<file path="config.mk">
export PLATFORM = sky130hd
export DESIGN_NAME = qmd_axis_slicer
export DESIGN_NICKNAME = d
export VERILOG_FILES = /design/src/rtl/qmd_pkg.sv /design/src/rtl/qmd_axis_slicer.sv
export SDC_FILE = /design/constraint.sdc
export NUM_CORES = 2
export LEC_CHECK = 0
export ABC_AREA = 0
export ABC_CLOCK_PERIOD_IN_PS = 16700
export BUFFER_PORTS_ARGS = -buffer_cell sky130_fd_sc_hd__buf_2
export CELL_PAD_IN_SITES_DETAIL_PLACEMENT = 1
export CELL_PAD_IN_SITES_GLOBAL_PLACEMENT = 2
export CORE_MARGIN = 5
export CORE_UTILIZATION = 29
export CTS_CLUSTER_DIAMETER = 80
export DETAILED_ROUTE_END_ITERATION = 16
export GPL_ROUTABILITY_DRIVEN = 0
export PLACE_DENSITY = 0.59
export SLEW_MARGIN = 5
export SYNTH_ARGS = -nofsm -noshare
export SYNTH_HDL_FRONTEND = slang
export SYNTH_SLANG_ARGS = --single-unit
</file>
<file path="constraint.sdc">
create_clock -name i_clk -period 16.7 [get_ports i_clk]
set_clock_uncertainty 0.2 [all_clocks]
set_input_delay 3.34 -clock i_clk [delete_from_list [all_inputs] [get_ports i_clk]]
set_output_delay 3.34 -clock i_clk [all_outputs]
set_load 0.02 [all_outputs]
</file>
<file path="src/rtl/qmd_pkg.sv">
// shared types, mode codes and the constellation level scaling function for the qam demapper
// no dependencies
package qmd_pkg;

    localparam int SAMPLE_WIDTH_DEF = 16;
    localparam int FRAC_BITS_DEF    = 13;
    localparam int RX_FIELD_W       = 16;
    localparam int PIPE_DEPTH       = 4;

    typedef logic [1:0] t_mod;

    localparam t_mod MOD_QPSK  = 2'd0;
    localparam t_mod MOD_QAM16 = 2'd1;
    localparam t_mod MOD_QAM64 = 2'd2;
    localparam t_mod MOD_RSVD  = 2'd3;

    typedef struct packed {
        logic signed [RX_FIELD_W-1:0] rx_in_phase;
        logic signed [RX_FIELD_W-1:0] rx_quadrature;
    } t_rx_item;

    typedef struct packed {
        logic [5:0] sym_index;
        logic [2:0] bit_count;
    } t_sym_item;

    // per-axis decision: sign bit and amplitude code
    typedef struct packed {
        logic       sign;
        logic [1:0] code;
    } t_axis_dec;

    // round(level * 2^frac / sqrt(k)), evaluated at elaboration only
    function automatic longint unsigned scaled_level(input int unsigned level,
                                                     input int unsigned k,
                                                     input int unsigned frac);
        longint unsigned four_n;
        longint unsigned lo;
        longint unsigned hi;
        longint unsigned mid;
        longint unsigned t;
        four_n = 64'd4 * level * level * (64'd1 << (2 * frac));
        lo     = 64'd0;
        hi     = 64'd1 << (frac + 3);
        while (lo < hi) begin
            mid = (lo + hi + 64'd1) >> 1;
            t   = 64'd2 * mid - 64'd1;
            if (k * t * t <= four_n) begin
                lo = mid;
            end else begin
                hi = mid - 64'd1;
            end
        end
        return lo;
    endfunction

endpackage

</file>
<file path="src/rtl/qmd_axis_slicer.sv">
// four-stage nearest-level slicer for one axis: magnitude, difference, square, minimum
// depends on qmd_pkg
module qmd_axis_slicer #(
    parameter int SAMPLE_WIDTH = qmd_pkg::SAMPLE_WIDTH_DEF,
    parameter int FRAC_BITS    = qmd_pkg::FRAC_BITS_DEF
) (
    input  logic                           i_clk,
    input  logic                           i_en,
    input  qmd_pkg::t_mod                  i_mode,
    input  logic signed [SAMPLE_WIDTH-1:0] i_sample,
    output qmd_pkg::t_axis_dec             o_dec
);
    import qmd_pkg::*;

    localparam int MW  = FRAC_BITS + 2;
    localparam int DW  = ((SAMPLE_WIDTH > MW) ? SAMPLE_WIDTH : MW) + 1;
    localparam int SQW = 2 * DW;

    localparam logic [MW-1:0] LV_Q_1   = MW'(scaled_level(1, 2, FRAC_BITS));
    localparam logic [MW-1:0] LV_16_1  = MW'(scaled_level(1, 10, FRAC_BITS));
    localparam logic [MW-1:0] LV_16_3  = MW'(scaled_level(3, 10, FRAC_BITS));
    localparam logic [MW-1:0] LV_64_1  = MW'(scaled_level(1, 42, FRAC_BITS));
    localparam logic [MW-1:0] LV_64_3  = MW'(scaled_level(3, 42, FRAC_BITS));
    localparam logic [MW-1:0] LV_64_5  = MW'(scaled_level(5, 42, FRAC_BITS));
    localparam logic [MW-1:0] LV_64_7  = MW'(scaled_level(7, 42, FRAC_BITS));

    logic                    r1_sign;
    logic [SAMPLE_WIDTH-1:0] r1_abs;
    t_mod                    r1_mode;
    logic [SAMPLE_WIDTH-1:0] n1_neg;

    logic                    r2_sign;
    logic [3:0]              r2_en;
    logic signed [DW-1:0]    r2_diff [4];
    logic [3:0]              n2_en;
    logic [MW-1:0]           n2_mag  [4];

    logic                    r3_sign;
    logic [3:0]              r3_en;
    logic [SQW-1:0]          r3_sq   [4];
    logic signed [SQW-1:0]   n3_prod [4];

    logic                    r4_sign;
    logic [1:0]              r4_code;
    logic [SQW-1:0]          n4_best;
    logic [1:0]              n4_code;

    // stage 1: sign and magnitude
    assign n1_neg = (~i_sample) + SAMPLE_WIDTH'(1);

    always_ff @(posedge i_clk) begin
        if (i_en) begin
            r1_sign <= i_sample[SAMPLE_WIDTH-1];
            r1_abs  <= i_sample[SAMPLE_WIDTH-1] ? n1_neg
                                                 : i_sample[SAMPLE_WIDTH-1:0];
            r1_mode <= i_mode;
        end
    end

    // stage 2: level table per mode, distance to each level
    always_comb begin
        n2_mag[0] = LV_64_3;
        n2_mag[1] = LV_64_1;
        n2_mag[2] = LV_64_5;
        n2_mag[3] = LV_64_7;
        n2_en     = 4'b1111;
        unique case (r1_mode) inside
            MOD_QPSK: begin
                n2_mag[0] = LV_Q_1;
                n2_en     = 4'b0001;
            end
            MOD_QAM16: begin
                n2_mag[0] = LV_16_1;
                n2_mag[1] = LV_16_3;
                n2_en     = 4'b0011;
            end
            MOD_QAM64, MOD_RSVD: begin
                n2_en = 4'b1111;
            end
        endcase
    end

    always_ff @(posedge i_clk) begin
        if (i_en) begin
            r2_sign <= r1_sign;
            r2_en   <= n2_en;
            for (int j = 0; j < 4; j++) begin
                r2_diff[j] <= $signed({{(DW-SAMPLE_WIDTH){1'b0}}, r1_abs})
                            - $signed({{(DW-MW){1'b0}}, n2_mag[j]});
            end
        end
    end

    // stage 3: squares
    always_comb begin
        for (int j = 0; j < 4; j++) begin
            n3_prod[j] = SQW'(r2_diff[j]) * SQW'(r2_diff[j]);
        end
    end

    always_ff @(posedge i_clk) begin
        if (i_en) begin
            r3_sign <= r2_sign;
            r3_en   <= r2_en;
            for (int j = 0; j < 4; j++) begin
                r3_sq[j] <= unsigned'(n3_prod[j]);
            end
        end
    end

    // stage 4: minimum, lowest code on ties
    always_comb begin
        n4_best = r3_sq[0];
        n4_code = 2'd0;
        for (int j = 1; j < 4; j++) begin
            if (r3_en[j] && (r3_sq[j] < n4_best)) begin
                n4_best = r3_sq[j];
                n4_code = 2'(j);
            end
        end
    end

    always_ff @(posedge i_clk) begin
        if (i_en) begin
            r4_sign <= r3_sign;
            r4_code <= n4_code;
        end
    end

    assign o_dec.sign = r4_sign;
    assign o_dec.code = r4_code;

endmodule

</file>
==> run_results.csv <==
group,metric,value,unit
drt,drtIter0Drc,1240,
critical_path,critPathTopFamily,"compound AO/OA/AOI/OAI gates",
synthesis,synth_top_area_share,43.7,%
drt,drt-wirelength-per-cell,19.2,um
final_layout,area_growth_syn_to_layout,7.54,%
critical_path,critPathMaxFanout,65,
floorplan,initial_core_util,29.1,%
drt,first_pass_iters,5,
critical_path,rr_worst_depth,30,
critical_path,cp.depth,30,
grt,antenna_found_initial,16,
synthesis,synth_cell_types,86,
drt,drc,0,
clocking,cts_buffers,27,
critical_path,worst_path_largest_cell_delay,0.74,ns
synthesis,ys.warnings.count,0,
critical_path,regToRegSetupSlack,8.83,ns
clocking,cts.sinks,215,
critical_path,r2r-end,"r4_code[1]",
critical_path,slowest_stage,"a211o_2",
clocking,cts_hold_buf,0,
floorplan,io-pin-count,23,
clocking,clk_pin_slew,0.06,ns
floorplan,core,171000,um^2
job,max_cap_viol_count,0,
timing,post-route-period-util,47.1,%
synthesis,netlist.top_cell.by_area,"fa_1",
final_layout,final_layout_size_suffix_gt1_share,3.69,%
critical_path,reg2reg_from,"r3_sq[1][27]",
grt,grt_pass1_vias,38041,
floorplan,dieArea,180000,um^2
placed_design,io_buffers,22,
floorplan,rows,152,
run_status,status,"completed",
synthesis,synth.net_count,6484,
synthesis,ys_ff_latch,215,
critical_path,path_class,"flip-flop to flip-flop",
timing,worst_pin_slew,1.10,ns
synthesis,yosysMostFrequentCell,"inv_1",
floorplan,fp.dieH,424,um
final_layout,fillCellCount,19304,
final_layout,final_cell_area,53500,um^2
critical_path,critical_path_buf_inv_count,2,
hold_path,hp-class,"flip-flop to flip-flop",
timing,finalSetupViolCount,0,
drt,vias_per_cell,4.54,
drt,postRouteAntennaNets,0,
critical_path,end_kind,"flip-flop",
critical_path,crit_top_cell,"a21o_1",
timing,grt_setup_unrepaired,"false",
timing,slew_viol_final,0,
timing,max_slew_margin,26.8,%
synthesis,yosysSeqAreaShare,13.0,%
critical_path,crit_start,"r3_sq[1][27]",
hold_path,min_path_cells,0,
timing,max_freq,127,MHz
synthesis,syn_area_per_cell,10.1,um^2
clocking,cts_resized,0,
synthesis,synth_common_cells,"inv_1, fa_1, ha_1",
grt,grt.total_usage,15.7,%
drt,routed_wl,137000,um
final_layout,final_nets,6467,
clocking,htreeDepth,1,
critical_path,crit_arrival,8.08,ns
critical_path,cp-endpoint,"r4_code[1]",
synthesis,synth.top_cells.by_area,"fa_1, edfxtp_1, ha_1, inv_1, and2_1",
clocking,clockBufferDepth,3,
final_layout,final_util,31.3,%
clocking,cts_tree,"done",
drt,vias,32570,
synthesis,async_reset_ff_share,0,%
synthesis,syn_area,49700,um^2
clocking,cts-root-buf,"clkbuf_16",
grt,grt_pass1_wl,221000,um
critical_path,critPathLaunchType,"flip-flop",
grt,grt_max_degree,83,
placed_design,place_hpwl,114000,um
critical_path,cp.required,16.90,ns
timing,finalHoldViolCount,0,
synthesis,synth_edf_count,215,
timing,fin_crit,7.87,ns
timing,fin_setup_tns,0,ns
clocking,clock_latency,0.56,ns
placed_design,placed_area,52600,um^2
synthesis,synth_ff_type,"edfxtp_1",
floorplan,dieWidth,424,um
grt,grt-ovfl-total,0,
synthesis,syn_inst,4935,
clocking,cts_setup_buffers,0,
## layout make-up
type                       instances  area [um^2]  area share (%)
multi-input combinational       3298        37900            70.9
sequential                       215         6460            12.1
inverter                        1288         4830            9.04
tap                             2233         2790            5.23
clock buffer                      31          691            1.29
timing repair buffer              88          616            1.15
clock inverter                    18          176           0.330
antenna                            1         2.50         0.00468
## registers in the layout, summed over array words and instances, names as in the netlist
| register | flops |
|---|---|
| r2_diff | 61 |
| r4_sign | 1 |
| r4_code | 2 |
| r1_mode | 2 |
| r2_en | 2 |
| r2_sign | 1 |
| r3_sq | 126 |
| r3_en | 2 |
| r3_sign | 1 |
| r1_abs | 16 |
| r1_sign | 1 |
## worst min path at each step
stage / startpoint / end / slack [ns]
finish: r1_sign / r2_sign / 0.22
CTS: r1_sign / r2_sign / 0.22
global route: r3_sign / r4_sign / 0.23
detailed placement: r3_sign / r4_sign / 0.21
global placement: r1_sign / r2_sign / 0.20
floorplan: r1_sign / r2_sign / 0.20
## per-layer routing
| layer | track usage, % | share of wire (%) | vias up |
|---|---|---|---|
| met5 | 0 | 0 | - |
| met4 | 2.58 | 1.7 | 0 |
| met3 | 0.638 | 1.7 | 88 |
| met2 | 28.2 | 51 | 261 |
| met1 | 21.5 | 46 | 17158 |
| li1 | - | - | 15063 |
## cell families after synthesis
family | share of synthesized area (%)
xor gates and xnor gates | 3.75
buffers and inverters | 10.8
muxes | 0.131
DFF | 13.0
and+or+nand+nor | 9.72
adders and majority gates | 54.9
AOI/OAI and AO/OA | 7.72
## cells in the final DEF, fill, tap and decap left out, drive strengths merged, types with 86 or more instances in the layout
master  count
nand2     345
edfxtp    215
and2      255
ha        443
nor2      152
o21ai      86
buf        88
fa       1086
xnor2     157
a21oi     218
inv      1291
## metrics by stage
step                      hold WS (ns)  cells  setup WS, ns
final                            0.224   7172          8.83
after global routing             0.227   7171          8.19
after CTS                        0.224   7171          8.86
after detailed placement         0.214   7122          8.88
after global placement           0.203   7122          8.87
after floorplan                  0.200   4935          10.0
Power is not shown: default switching activity piles up to over one toggle a cycle in this logic, so the estimate is an artifact.
